$ cat src/sroe_pkg.sv
`default_nettype none
package sroe_pkg;

  localparam int unsigned BYTE_BITS = 8;
  localparam int unsigned POS_W     = 3;
  localparam int unsigned CFG_W     = 4;
  localparam int unsigned IDX_W     = 8;

  typedef enum logic [1:0] {
    OP_SET    = 2'd0,
    OP_TOGGLE = 2'd1,
    OP_GET    = 2'd2,
    OP_SEND   = 2'd3
  } op_t;

  typedef struct packed {
    logic ok;
    logic bit_state;
    logic serial_valid;
    logic serial_data;
    logic last;
  } result_t;

  // controller -> datapath
  typedef struct packed {
    logic bit_op;      // request gives one result now
    logic send_start;  // load the shift counter
    logic send_bit;    // emit the bit under the counter
  } cmd_t;

  // datapath -> controller
  typedef struct packed {
    logic slot_free;   // output register can take a result this cycle
    logic chips_zero;  // no chips in use
    logic cnt_zero;    // shift counter on the final bit
  } status_t;

endpackage
`default_nettype wire

$ cat src/sroe_ifs.sv
`default_nettype none
interface sroe_in_if;
  logic                        valid;
  logic                        ready;
  logic [1:0]                  operation;
  logic [sroe_pkg::IDX_W-1:0]  bit_index;
  logic                        bit_value;

  modport source (output valid, output operation, output bit_index, output bit_value,
                  input ready);
  modport sink   (input valid, input operation, input bit_index, input bit_value,
                  output ready);
endinterface

interface sroe_out_if;
  logic valid;
  logic ready;
  logic ok;
  logic bit_state;
  logic serial_valid;
  logic serial_data;
  logic last;

  modport source (output valid, output ok, output bit_state, output serial_valid,
                  output serial_data, output last, input ready);
  modport sink   (input valid, input ok, input bit_state, input serial_valid,
                  input serial_data, input last, output ready);
endinterface
`default_nettype wire

$ cat src/shift_register_output_expander.sv
// channel | dir | payload                                         | handshake
// in_ch   | in  | operation[1:0], bit_index[7:0], bit_value        | valid/ready
// out_ch  | out | ok, bit_state, serial_valid, serial_data, last   | valid/ready
// cfg     | in  | cfg_wdata[3:0] = num_chips                       | cfg_we, no wait
//
// set, toggle and get give one result each; back to back at one per cycle while the output is free
// send shifts out all bits of the num_chips bytes, one bit per cycle while the output is free,
// from the shift counter over the image register file; a send with no chips gives one result
// synchronous active-low reset clears the image, num_chips and the output valid flag
// a stalled output holds its result; input is refused while a send is shifting out
`default_nettype none
module shift_register_output_expander #(
  parameter int unsigned MAX_CHIPS = 8
) (
  input  wire logic                       clk,
  input  wire logic                       rst_n,
  sroe_in_if.sink                         in_ch,
  sroe_out_if.source                      out_ch,
  input  wire logic                       cfg_we,
  input  wire logic [sroe_pkg::CFG_W-1:0] cfg_wdata
);

  sroe_pkg::cmd_t    cmd;
  sroe_pkg::status_t status;
  sroe_pkg::result_t result;
  logic              out_valid;

  // sequencing: idle / shifting a send out
  sroe_ctrl u_ctrl (
    .clk          (clk),
    .rst_n        (rst_n),
    .in_valid     (in_ch.valid),
    .in_operation (in_ch.operation),
    .in_ready     (in_ch.ready),
    .status       (status),
    .cmd          (cmd)
  );

  // image, chip count, shift counter and output register
  sroe_dp #(
    .MAX_CHIPS (MAX_CHIPS)
  ) u_dp (
    .clk          (clk),
    .rst_n        (rst_n),
    .cfg_we       (cfg_we),
    .cfg_wdata    (cfg_wdata),
    .in_operation (in_ch.operation),
    .in_bit_index (in_ch.bit_index),
    .in_bit_value (in_ch.bit_value),
    .cmd          (cmd),
    .status       (status),
    .out_valid    (out_valid),
    .out_ready    (out_ch.ready),
    .out_result   (result)
  );

  // result fields onto the output channel
  assign out_ch.valid        = out_valid;
  assign out_ch.ok           = result.ok;
  assign out_ch.bit_state    = result.bit_state;
  assign out_ch.serial_valid = result.serial_valid;
  assign out_ch.serial_data  = result.serial_data;
  assign out_ch.last         = result.last;

endmodule
`default_nettype wire

$ cat src/sroe_ctrl.sv
`default_nettype none
module sroe_ctrl (
  input  wire logic              clk,
  input  wire logic              rst_n,
  input  wire logic              in_valid,
  input  wire logic [1:0]        in_operation,
  output logic                   in_ready,
  input  wire sroe_pkg::status_t status,
  output sroe_pkg::cmd_t         cmd
);

  typedef enum logic [1:0] {
    S_IDLE = 2'b01,
    S_SEND = 2'b10
  } state_t;

  state_t state_r, state_nxt;
  logic   accept;
  logic   is_send;

  assign in_ready = (state_r == S_IDLE) && status.slot_free;
  assign accept   = in_valid && in_ready;
  assign is_send  = (in_operation == sroe_pkg::OP_SEND);

  always_comb begin
    cmd.bit_op     = accept && (!is_send || status.chips_zero);
    cmd.send_start = accept && is_send && !status.chips_zero;
    cmd.send_bit   = (state_r == S_SEND) && status.slot_free;
  end

  always_comb begin
    state_nxt = state_r;
    case (state_r)
      S_IDLE: begin
        if (cmd.send_start) state_nxt = S_SEND;
      end
      S_SEND: begin
        if (cmd.send_bit && status.cnt_zero) state_nxt = S_IDLE;
      end
      default: state_nxt = S_IDLE;
    endcase
  end

  always_ff @(posedge clk) begin
    if (!rst_n) begin
      state_r <= S_IDLE;
    end else begin
      state_r <= state_nxt;
    end
  end

endmodule
`default_nettype wire

$ cat src/sroe_dp.sv
`default_nettype none
module sroe_dp #(
  parameter int unsigned MAX_CHIPS = 8
) (
  input  wire logic                        clk,
  input  wire logic                        rst_n,
  input  wire logic                        cfg_we,
  input  wire logic [sroe_pkg::CFG_W-1:0]  cfg_wdata,
  input  wire logic [1:0]                  in_operation,
  input  wire logic [sroe_pkg::IDX_W-1:0]  in_bit_index,
  input  wire logic                        in_bit_value,
  input  wire sroe_pkg::cmd_t              cmd,
  output sroe_pkg::status_t                status,
  output logic                             out_valid,
  input  wire logic                        out_ready,
  output sroe_pkg::result_t                out_result
);

  localparam int unsigned CHIP_W = (MAX_CHIPS > 1) ? $clog2(MAX_CHIPS) : 1;
  localparam int unsigned CNT_W  = CHIP_W + sroe_pkg::POS_W;
  localparam int unsigned HI_W   = sroe_pkg::IDX_W - sroe_pkg::POS_W;

  logic [sroe_pkg::BYTE_BITS-1:0] image_r [MAX_CHIPS];
  logic [sroe_pkg::CFG_W-1:0]     num_chips_r;
  logic [CNT_W-1:0]               cnt_r;
  logic                           out_valid_r;
  sroe_pkg::result_t              result_r, result_nxt;

  logic [sroe_pkg::CFG_W-1:0]     chips;
  logic [HI_W-1:0]                idx_chip;
  logic [sroe_pkg::POS_W-1:0]     idx_pos;
  logic                           in_range;
  logic [CHIP_W-1:0]              rd_chip;
  logic [sroe_pkg::POS_W-1:0]     rd_pos;
  logic [sroe_pkg::BYTE_BITS-1:0] rd_byte;
  logic                           rd_bit;
  logic [CHIP_W-1:0]              top_chip;

  // clamp to the chips actually built
  assign chips = (num_chips_r > sroe_pkg::CFG_W'(MAX_CHIPS)) ?
                 sroe_pkg::CFG_W'(MAX_CHIPS) : num_chips_r;

  assign idx_chip = in_bit_index[sroe_pkg::IDX_W-1:sroe_pkg::POS_W];
  assign idx_pos  = in_bit_index[sroe_pkg::POS_W-1:0];
  assign in_range = HI_W'(chips) > idx_chip;

  // single read port shared by bit ops and shifting
  assign rd_chip = cmd.send_bit ? cnt_r[CNT_W-1:sroe_pkg::POS_W] : CHIP_W'(idx_chip);
  assign rd_pos  = cmd.send_bit ? cnt_r[sroe_pkg::POS_W-1:0] : idx_pos;
  assign rd_byte = image_r[rd_chip];
  assign rd_bit  = rd_byte[rd_pos];

  assign top_chip = CHIP_W'(chips - sroe_pkg::CFG_W'(1));

  assign status.slot_free  = !out_valid_r || out_ready;
  assign status.chips_zero = (chips == '0);
  assign status.cnt_zero   = (cnt_r == '0);

  always_comb begin
    result_nxt = result_r;
    if (cmd.bit_op) begin
      result_nxt.serial_valid = 1'b0;
      result_nxt.serial_data  = 1'b0;
      result_nxt.last         = 1'b1;
      if (in_operation == sroe_pkg::OP_SEND) begin
        result_nxt.ok        = 1'b1;
        result_nxt.bit_state = 1'b0;
      end else begin
        result_nxt.ok        = in_range;
        result_nxt.bit_state = in_range && (in_operation == sroe_pkg::OP_GET) && rd_bit;
      end
    end else if (cmd.send_bit) begin
      result_nxt.ok           = 1'b1;
      result_nxt.bit_state    = 1'b0;
      result_nxt.serial_valid = 1'b1;
      result_nxt.serial_data  = rd_bit;
      result_nxt.last         = (cnt_r == '0);
    end
  end

  always_ff @(posedge clk) begin
    if (!rst_n) begin
      num_chips_r <= '0;
      out_valid_r <= 1'b0;
      cnt_r       <= '0;
      for (int i = 0; i < MAX_CHIPS; i++) begin
        image_r[i] <= '0;
      end
    end else begin
      if (cfg_we) num_chips_r <= cfg_wdata;
      if (cmd.bit_op || cmd.send_bit) begin
        out_valid_r <= 1'b1;
      end else if (out_ready) begin
        out_valid_r <= 1'b0;
      end
      if (cmd.send_start) begin
        cnt_r <= {top_chip, {sroe_pkg::POS_W{1'b1}}};
      end else if (cmd.send_bit) begin
        cnt_r <= cnt_r - CNT_W'(1);
      end
      if (cmd.bit_op && in_range) begin
        case (in_operation)
          sroe_pkg::OP_SET:    image_r[rd_chip][idx_pos] <= in_bit_value;
          sroe_pkg::OP_TOGGLE: image_r[rd_chip][idx_pos] <= !rd_bit;
          default: ;
        endcase
      end
    end
  end

  always_ff @(posedge clk) begin
    result_r <= result_nxt;
  end

  assign out_valid  = out_valid_r;
  assign out_result = result_r;

endmodule
`default_nettype wire
$ cat src/flat_wrapper.sv
// flat-port wrapper written by rule: the top's interface ports become plain ports
module shift_register_output_expander_flat 
#(
  parameter int unsigned MAX_CHIPS = 8
)
  (clk, rst_n, cfg_we, cfg_wdata, in_ch_valid, in_ch_operation, in_ch_bit_index, in_ch_bit_value, in_ch_ready, out_ch_valid, out_ch_ok, out_ch_bit_state, out_ch_serial_valid, out_ch_serial_data, out_ch_last, out_ch_ready);
  sroe_in_if in_ch_i ();
  sroe_out_if out_ch_i ();
  input  wire logic clk;
  input  wire logic rst_n;
  input  wire logic cfg_we;
  input  wire logic [sroe_pkg::CFG_W-1:0] cfg_wdata;
  input wire logic [$bits(in_ch_i.valid)-1:0] in_ch_valid;
  input wire logic [$bits(in_ch_i.operation)-1:0] in_ch_operation;
  input wire logic [$bits(in_ch_i.bit_index)-1:0] in_ch_bit_index;
  input wire logic [$bits(in_ch_i.bit_value)-1:0] in_ch_bit_value;
  output wire logic [$bits(in_ch_i.ready)-1:0] in_ch_ready;
  output wire logic [$bits(out_ch_i.valid)-1:0] out_ch_valid;
  output wire logic [$bits(out_ch_i.ok)-1:0] out_ch_ok;
  output wire logic [$bits(out_ch_i.bit_state)-1:0] out_ch_bit_state;
  output wire logic [$bits(out_ch_i.serial_valid)-1:0] out_ch_serial_valid;
  output wire logic [$bits(out_ch_i.serial_data)-1:0] out_ch_serial_data;
  output wire logic [$bits(out_ch_i.last)-1:0] out_ch_last;
  input wire logic [$bits(out_ch_i.ready)-1:0] out_ch_ready;
  assign in_ch_i.valid = in_ch_valid;
  assign in_ch_i.operation = in_ch_operation;
  assign in_ch_i.bit_index = in_ch_bit_index;
  assign in_ch_i.bit_value = in_ch_bit_value;
  assign in_ch_ready = in_ch_i.ready;
  assign out_ch_valid = out_ch_i.valid;
  assign out_ch_ok = out_ch_i.ok;
  assign out_ch_bit_state = out_ch_i.bit_state;
  assign out_ch_serial_valid = out_ch_i.serial_valid;
  assign out_ch_serial_data = out_ch_i.serial_data;
  assign out_ch_last = out_ch_i.last;
  assign out_ch_i.ready = out_ch_ready;
  shift_register_output_expander #(.MAX_CHIPS(MAX_CHIPS)) u_core (.clk(clk), .rst_n(rst_n), .in_ch(in_ch_i), .out_ch(out_ch_i), .cfg_we(cfg_we), .cfg_wdata(cfg_wdata));
endmodule
$ cat config.mk
export PLATFORM = sky130hd
export DESIGN_NAME = shift_register_output_expander_flat
export DESIGN_NICKNAME = d
export VERILOG_FILES = /design/src/sroe_pkg.sv /design/src/sroe_ifs.sv /design/src/shift_register_output_expander.sv /design/src/sroe_ctrl.sv /design/src/sroe_dp.sv /design/src/flat_wrapper.sv
export SDC_FILE = /design/constraint.sdc
export NUM_CORES = 1
export LEC_CHECK = 0
export BUFFER_PORTS_ARGS = -buffer_cell sky130_fd_sc_hd__clkbuf_2
export CORE_AREA = 2 2 153 140
export CTS_CLUSTER_SIZE = 28
export DETAILED_ROUTE_END_ITERATION = 10
export DIE_AREA = 0 0 155 142
export SYNTH_ARGS = -nofsm -noshare
export SYNTH_HDL_FRONTEND = slang
export SYNTH_HIERARCHICAL = 1
export SYNTH_SLANG_ARGS = --single-unit
$ cat constraint.sdc
create_clock -name clk -period 2.85 [get_ports clk]
set_clock_uncertainty 0.2 [all_clocks]
set_input_delay 0.285 -clock clk [delete_from_list [all_inputs] [get_ports clk]]
set_output_delay 0.285 -clock clk [all_outputs]
set_load 0.02 [all_outputs]
Yosys cells after proc, flatten, opt, wreduce, memory -nomap -nowiden
Memories as Yosys holds them, arrays and structs flattened.
Cells that the tools add are included.
{"block": "word_totals", "regBits": 18, "ram_bits": 64, "inputBits": 20, "output_inout_bits": 7, "wordCells": 95, "memories": 1}
{"memory": "u_core.u_dp.image_r", "depth": 8, "word_bits": 8, "rd": 1, "rd_ports_with_merged_regs": 0, "wr": 8, "line_no": "sroe_dp.sv:23", "rtl": "logic [sroe_pkg::BYTE_BITS-1:0] image_r [MAX_CHIPS];"}
{"block": "classes", "addsub": 2, "order_cmp": 5, "eq_ne": 7, "n_mux": 37, "bitwise": 8, "n_reduce_logical": 26}
{"op": "8-bit 2-to-1 mux", "n": 4}
{"op": "1-bit 2-to-1 mux", "n": 19}
{"op": "6-bit 2-to-1 mux", "n": 2}
{"op": "1-bit logical AND", "n": 11}
{"op": "5-bit 2-to-1 mux", "n": 2}
{"op": "3-bit 2-to-1 mux", "n": 3}
{"op": "3-bit by 4-bit < comparator with 1-bit output (second input constant)", "n": 2}
{"op": "1-bit OR", "n": 8}
{"op": "8-bit OR reduction", "n": 1}
{"op": "2-bit equality test (second input constant)", "n": 3}
{"op": "6-bit logical NOT", "n": 1}
{"op": "2-bit 2-to-1 mux", "n": 3}
{"op": "2-bit nonzero test", "n": 3}
{"op": "6-bit by 1-bit subtractor with 6-bit output (second input constant)", "n": 1}
{"op": "4-bit by 5-bit greater-than comparator with 1-bit output", "n": 1}
{"op": "2-bit by 1-bit equality test with 1-bit output (second input constant)", "n": 2}
{"op": "4-bit greater-than comparator (second input constant)", "n": 1}
{"op": "1-bit logical NOT", "n": 4}
{"op": "4-bit logical NOT", "n": 1}
{"op": "4-bit 2-to-1 mux", "n": 1}
{"op": "2-bit by 1-bit != test with 1-bit output (second input constant)", "n": 2}
{"op": "2-bit one-hot mux with 2 select lines", "n": 1}
{"op": "1-bit binary-select mux with 3-bit select", "n": 1}
{"op": "1-bit demux with 3-bit select", "n": 1}
{"op": "other kinds (5)", "n": 7}

Logic depth before layout (Yosys ltp)
{"block": "logic_depth", "ltp_word": 12, "depth_mapped": 13}

Modules after synthesis
The synthesis kept the hierarchy.
{"module": "sroe_dp", "instances": 1, "cells_each": 477, "area_each_um2": 4879.7, "seq_area_each_um2": 2262.2}
{"module": "sroe_ctrl", "instances": 1, "cells_each": 14, "area_each_um2": 127.6, "seq_area_each_um2": 40.0}

Worst setup path after synthesis
Ideal clock, no wire load.
{"block": "synth_timing", "path_type": "register to register", "start": "register u_core.u_dp.out_valid_r (netlist: u_core/u_dp/out_valid)", "end": "memory u_core/u_dp/image_r[0][0] (netlist bit) (data pin)", "setup_ns": 0.255, "t_arrival_ns": 2.759, "slack_ns": -0.364, "path_stages_with_launch": 12, "n_path_buf": 3, "synth_period_minus_slack_ns": 3.214, "path_cell_list": "dfxtp_1 > nand2b_1 > and3b_2 > buf_6 > o32a_1 > or2_1 > buf_6 > o221a_4 > a221oi_4 > o221ai_4 > buf_6 > and3_1"}
{"item": "start, declared", "line_no": "sroe_dp.sv:26", "rtl": "logic out_valid_r;"}
{"item": "start signal, assigned", "line_no": "sroe_dp.sv:84", "rtl": "out_valid_r <= 1'b0;"}
{"item": "start signal, assigned", "line_no": "sroe_dp.sv:92", "rtl": "out_valid_r <= 1'b1;"}
{"item": "start signal, assigned", "line_no": "sroe_dp.sv:94", "rtl": "out_valid_r <= 1'b0;"}
{"item": "end, declared", "line_no": "sroe_dp.sv:23"}

==> reports/qor.log <==
[synth] compound-gate portion of the synthesized area 18.6%
[drt] wire length per cell after detailed routing 18.7 um
[drt] number of search-and-repair iterations in the first detailed-routing pass 5
[worst_setup_path] r2r endpoint u_core/u_dp/image_r[4][5]
[worst_setup_path] CP Data Arrival Time 3110 ps
[power_and_ir_drop] Clk network pwr share 40.9%
[min_path] cell depth of the worst min-delay path 3
[timing] Finish-stage setup viols 66
[drt] met2 layer wire length in the routed design 7.47 mm
[placed_design] final RePlAce weighted congestion 0.917
[drt] Antenna Violating Nets Remaining 0
[synth] primary flip-flop cell chosen by synthesis mapping edfxtp_1
[floorplanning] effective utilization at floorplan 24.5%
[timing] Final Max Slew Viols 0
[timing] part of the cycle the worst path needs 109%
[layout] fin cells 862
[drt] uppermost layer routed met4
[timing] minimum clock period after layout 3100 ps
[clock_tree] root cell of the clock tree clkbuf_16
[worst_setup_path] family with the most delay on the worst path compound AO/OA/AOI/OAI gates
[synth] main combinational cell family by area after synthesis simple AND/OR/NAND/NOR gates
[floorplanning] die outline height 142 um
[power_and_ir_drop] largest voltage drop on the vdd net 301 uV
[timing] worst path setup slack after routing -254 ps
[synth] xor and xnor fraction of the mapped netlist area 1.05%
[synth] netlist area before placement 0.00501 mm2
[worst_setup_path] cell chain of the critical path nand2b_4, and3b_4, mux2_4, buf_4, mux2i_1, o22ai_1, o21ai_0, a2bb2oi_2, o221ai_4, buf_12, and3_1
[clock_tree] Clock H-tree levels 3
[drt] total via count in the routed design 4414
[global_route] Overall Global Routing Usage 14.5%
[placed_design] Placed Cells incl. Taps 840
[worst_setup_path] CP startpoint kind flip-flop
[power_and_ir_drop] combinational group share of total power 15.3%
[worst_setup_path] Reg2Reg Depth 11
[synth] share of synthesized cell area in full adder, half adder and majority cells 1.75%
[synth] number of synthesis warnings 6
[power_and_ir_drop] Net Switching 784 uW
[power_and_ir_drop] Power per Cell Area 472 mW/mm2
[power_and_ir_drop] switching portion of total power 25.4%
[synth] simple-gate share of the synthesized area 20.1%
[worst_setup_path] combined buffer and inverter count along the critical path 2
[min_path] Hold Crit Class input pin to flip-flop
[global_route] GRT Residual Overflow 0
[worst_setup_path] biggest fanout along the worst timing path 49
[worst_setup_path] highest-delay cell along the critical path dfxtp_4
[synth] Synth cell types 72
[min_path] start point of the worst min-delay path cfg_wdata[0]
[floorplanning] number of placement rows 50
[synth] Post-synth ARST share 0%
[clock_tree] Longest Clk Path Bufs 2
[floorplanning] I/O pin cnt 27
[timing] Fin. Hold Viols 0
[synth] share of cell area taken by muxes after synthesis 6.75%
[drt] met3 layer wire length in the routed design 1.08 mm
[layout] share of layout cells above drive strength 1 32.9%
[power_and_ir_drop] sequential fraction of design power 43.8%
[placed_design] Place WS -498 ps
[status] result of the run finished with violations
[worst_setup_path] type of the worst setup path flip-flop to flip-flop
[power_and_ir_drop] overall power consumption 3.09 mW
[floorplanning] x dimension of the die 155 um
[synth] Post-synth EDFFs 66
[drt] DRC violations left 0
[worst_setup_path] origin of the critical flop-to-flop path u_core/u_dp/out_valid
[global_route] vias in the first global route 4279
[layout] nets@finish 624
[clock_tree] clock tree from TritonCTS yes
[layout] area overhead of the layout relative to synthesis 30.9%
[placed_design] Port Buf Inserts 26
[clock_tree] clock network latency to the later pin of the worst-skew pair 340 ps
[clock_tree] number of sinks on the clock net 82
[clock_tree] number of buffers added by the clock tree synthesis step 9
[global_route] initial antenna violation count 0
[timing] actual transition at the worst max-transition pin 947 ps
[floorplanning] Die Footprint 0.0220 mm2
[timing] f_max 322 MHz
[flow_run] total of max-cap violations 0
[worst_setup_path] worst path required time 2860 ps
[placed_design] sum of net half-perimeters after detailed placement 11.1 mm
[drt] routed metal-1 wire length 7.20 mm
[global_route] largest net degree at the start of global routing 79
[global_route] global-route wire length before repair 24.5 mm
[clock_tree] register clock-pin slew on the reported worst setup and hold paths 60 ps
[synth] gate count after technology mapping 491
[synth] Mapped Nets 518
[worst_setup_path] type of destination of the critical path flip-flop
[layout] final antenna diode count 0
[synth] sequential element share of the synthesized area 46.0%
[synth] flip-flop and latch count after synthesis 82
[power_and_ir_drop] internal power 2.31 mW
[synth] mean instance size in the synthesized netlist 10.2 um2
[drt] Via density 5.12
[min_path] worst min-delay path endpoint u_core/u_dp/num_chips_r[0]
[power_and_ir_drop] leakage power figure 2.79 nW
[timing] setup repair after global routing missed its margin true
[clock_tree] number of buffers added to fix hold violations after cts 0
[status] violations in the final reports negative setup slack
[floorplanning] area of the core 0.0205 mm2
[timing] Slew headroom 36.6%
[worst_setup_path] delay contributed by the slowest stage of the critical path 350 ps
[worst_setup_path] flop2flop setup slack -250 ps
[drt] Starting DRT DRC Count 428
[drt] wire length after detailed routing 16.1 mm
==> worst max-delay path by stage <==
stage                             start                        end  slack [ps]  cells past startpoint
3_5_place_dp               out_ch_ready  u_core/u_dp/image_r[4][5]        -500                     12
2_1_floorplan     u_core/u_dp/out_valid  u_core/u_dp/image_r[2][0]        -130                     11
4_1_cts        u_core/u_ctrl/state_r[0]  u_core/u_dp/out_result[3]        -200                     10
3_3_place_gp               out_ch_ready  u_core/u_dp/image_r[3][7]        -510                     12
6_report          u_core/u_dp/out_valid  u_core/u_dp/image_r[4][5]        -250                     11
5_1_grt           u_core/u_dp/out_valid  u_core/u_dp/image_r[4][2]        -330                     13
==> worst reg2reg max path: cells and delay by family (launching register included) <==
family                 cells  cell delay [ps]
AO/OA/AOI/OAI              4              830
buffers and inverters      2              430
flip-flops                 1              350
AND/OR/NAND/NOR            3              600
multiplexers               2              570
==> logic make-up after synthesis <==
| family | after synthesis |
|---|---|
| multiplexers | 26 |
| flip-flops | 82 |
| AND/OR/NAND/NOR | 177 |
| adder cells (fa/ha/maj) | 7 |
| buffers and inverters | 55 |
| AO/OA/AOI/OAI | 138 |
| XOR/XNOR | 6 |
==> metrics by stage <==
stage	instance area, um2	hold slack (ps)	util, %	TNS (ps)
2_1_floorplan	5020	177	-	-7800
3_3_place_gp	6000	250	29.3	-50070
3_5_place_dp	6000	261	29.3	-50320
4_1_cts	6470	10.5	31.6	-11230
5_1_grt	6550	24.6	32.0	-19700
6_report	6550	12.8	32.0	-14390
==> power groups by stage <==
stage                     Combinational (mW)  Clock (mW)  Sequential, mW
after floorplan                        0.250           0            1.37
after global placement                 0.435           0            1.38
after detailed placement               0.436           0            1.38
after CTS                              0.448        1.28            1.35
after global routing                   0.507        1.33            1.36
final                                  0.473        1.26            1.35
==> cells in the mapped netlist, types with 3 or more instances <==
master | number | share of area, %
a21boi_0 | 4 | 0.60
a21o_1 | 3 | 0.45
a21oi_1 | 8 | 0.80
a221o_1 | 3 | 0.60
a31oi_1 | 4 | 0.50
a32oi_1 | 3 | 0.52
and2_1 | 3 | 0.37
and3_1 | 67 | 8.4
buf_2 | 5 | 0.50
buf_6 | 10 | 2.2
clkbuf_1 | 15 | 1.1
dfxtp_1 | 16 | 6.4
edfxtp_1 | 66 | 40
ha_1 | 7 | 1.7
inv_1 | 21 | 1.6
mux2_2 | 3 | 0.67
mux2_4 | 6 | 1.8
mux2i_1 | 11 | 2.2
nand2_1 | 32 | 2.4
nand2b_1 | 6 | 0.75
nand3_1 | 6 | 0.60
nand3b_1 | 9 | 1.3
nor2_1 | 23 | 1.7
nor2b_1 | 9 | 1.1
nor3_1 | 9 | 0.90
o211a_1 | 3 | 0.60
o21ai_0 | 75 | 7.5
o22ai_1 | 5 | 0.62
xnor2_1 | 4 | 0.70
==> registers in the layout, summed over array words and instances (netlist names) <==
name                     flops
u_core/u_dp/cnt_r            6
u_core/u_dp/out_valid        1
u_core/u_ctrl/state_r        2
u_core/u_dp/image_r         64
u_core/u_dp/out_result       5
u_core/u_dp/num_chips_r      4
==> cell usage in the layout, fill, tap and decap left out, types with 5 or more instances in the layout <==
master / count
buf_4: 97
and3_1: 67
edfxtp_1: 66
o21ai_0: 47
clkbuf_2: 26
nand2_1: 26
o21ai_1: 24
nor2_1: 22
inv_1: 21
dfxtp_1: 14
mux2i_1: 10
clkbuf_16: 9
nand3b_1: 9
nor2b_1: 9
a21oi_1: 8
mux2_4: 8
ha_1: 7
nand2_2: 6
nand2b_1: 5
o21ai_2: 5
==> repair_timing <==
action,in CTS,in global routing
resized for setup,19,47
endpoints found under the hold margin,0,0
pin swaps,3,2
setup buffers,5,0
gates cloned,1,0
endpoints found under the setup margin,130,110
==> layout make-up <==
cell class	count	area (um2)
multi-input cells	355	2600
flip-flops and latches	82	2310
inverters	22	82.6
repair buffers	127	921
well taps	260	325
fillers	2110	13900
clock buffers	10	229
clock inverters	6	90.1
==> per-layer routing <==
layer	global-route usage (%)	vias to the layer above
met5	0	-
met4	4.97	0
met3	2.38	25
met2	23.7	180
met1	19.6	2142
li1	-	2067
Note: power is estimated with default switching activity, not from simulation.
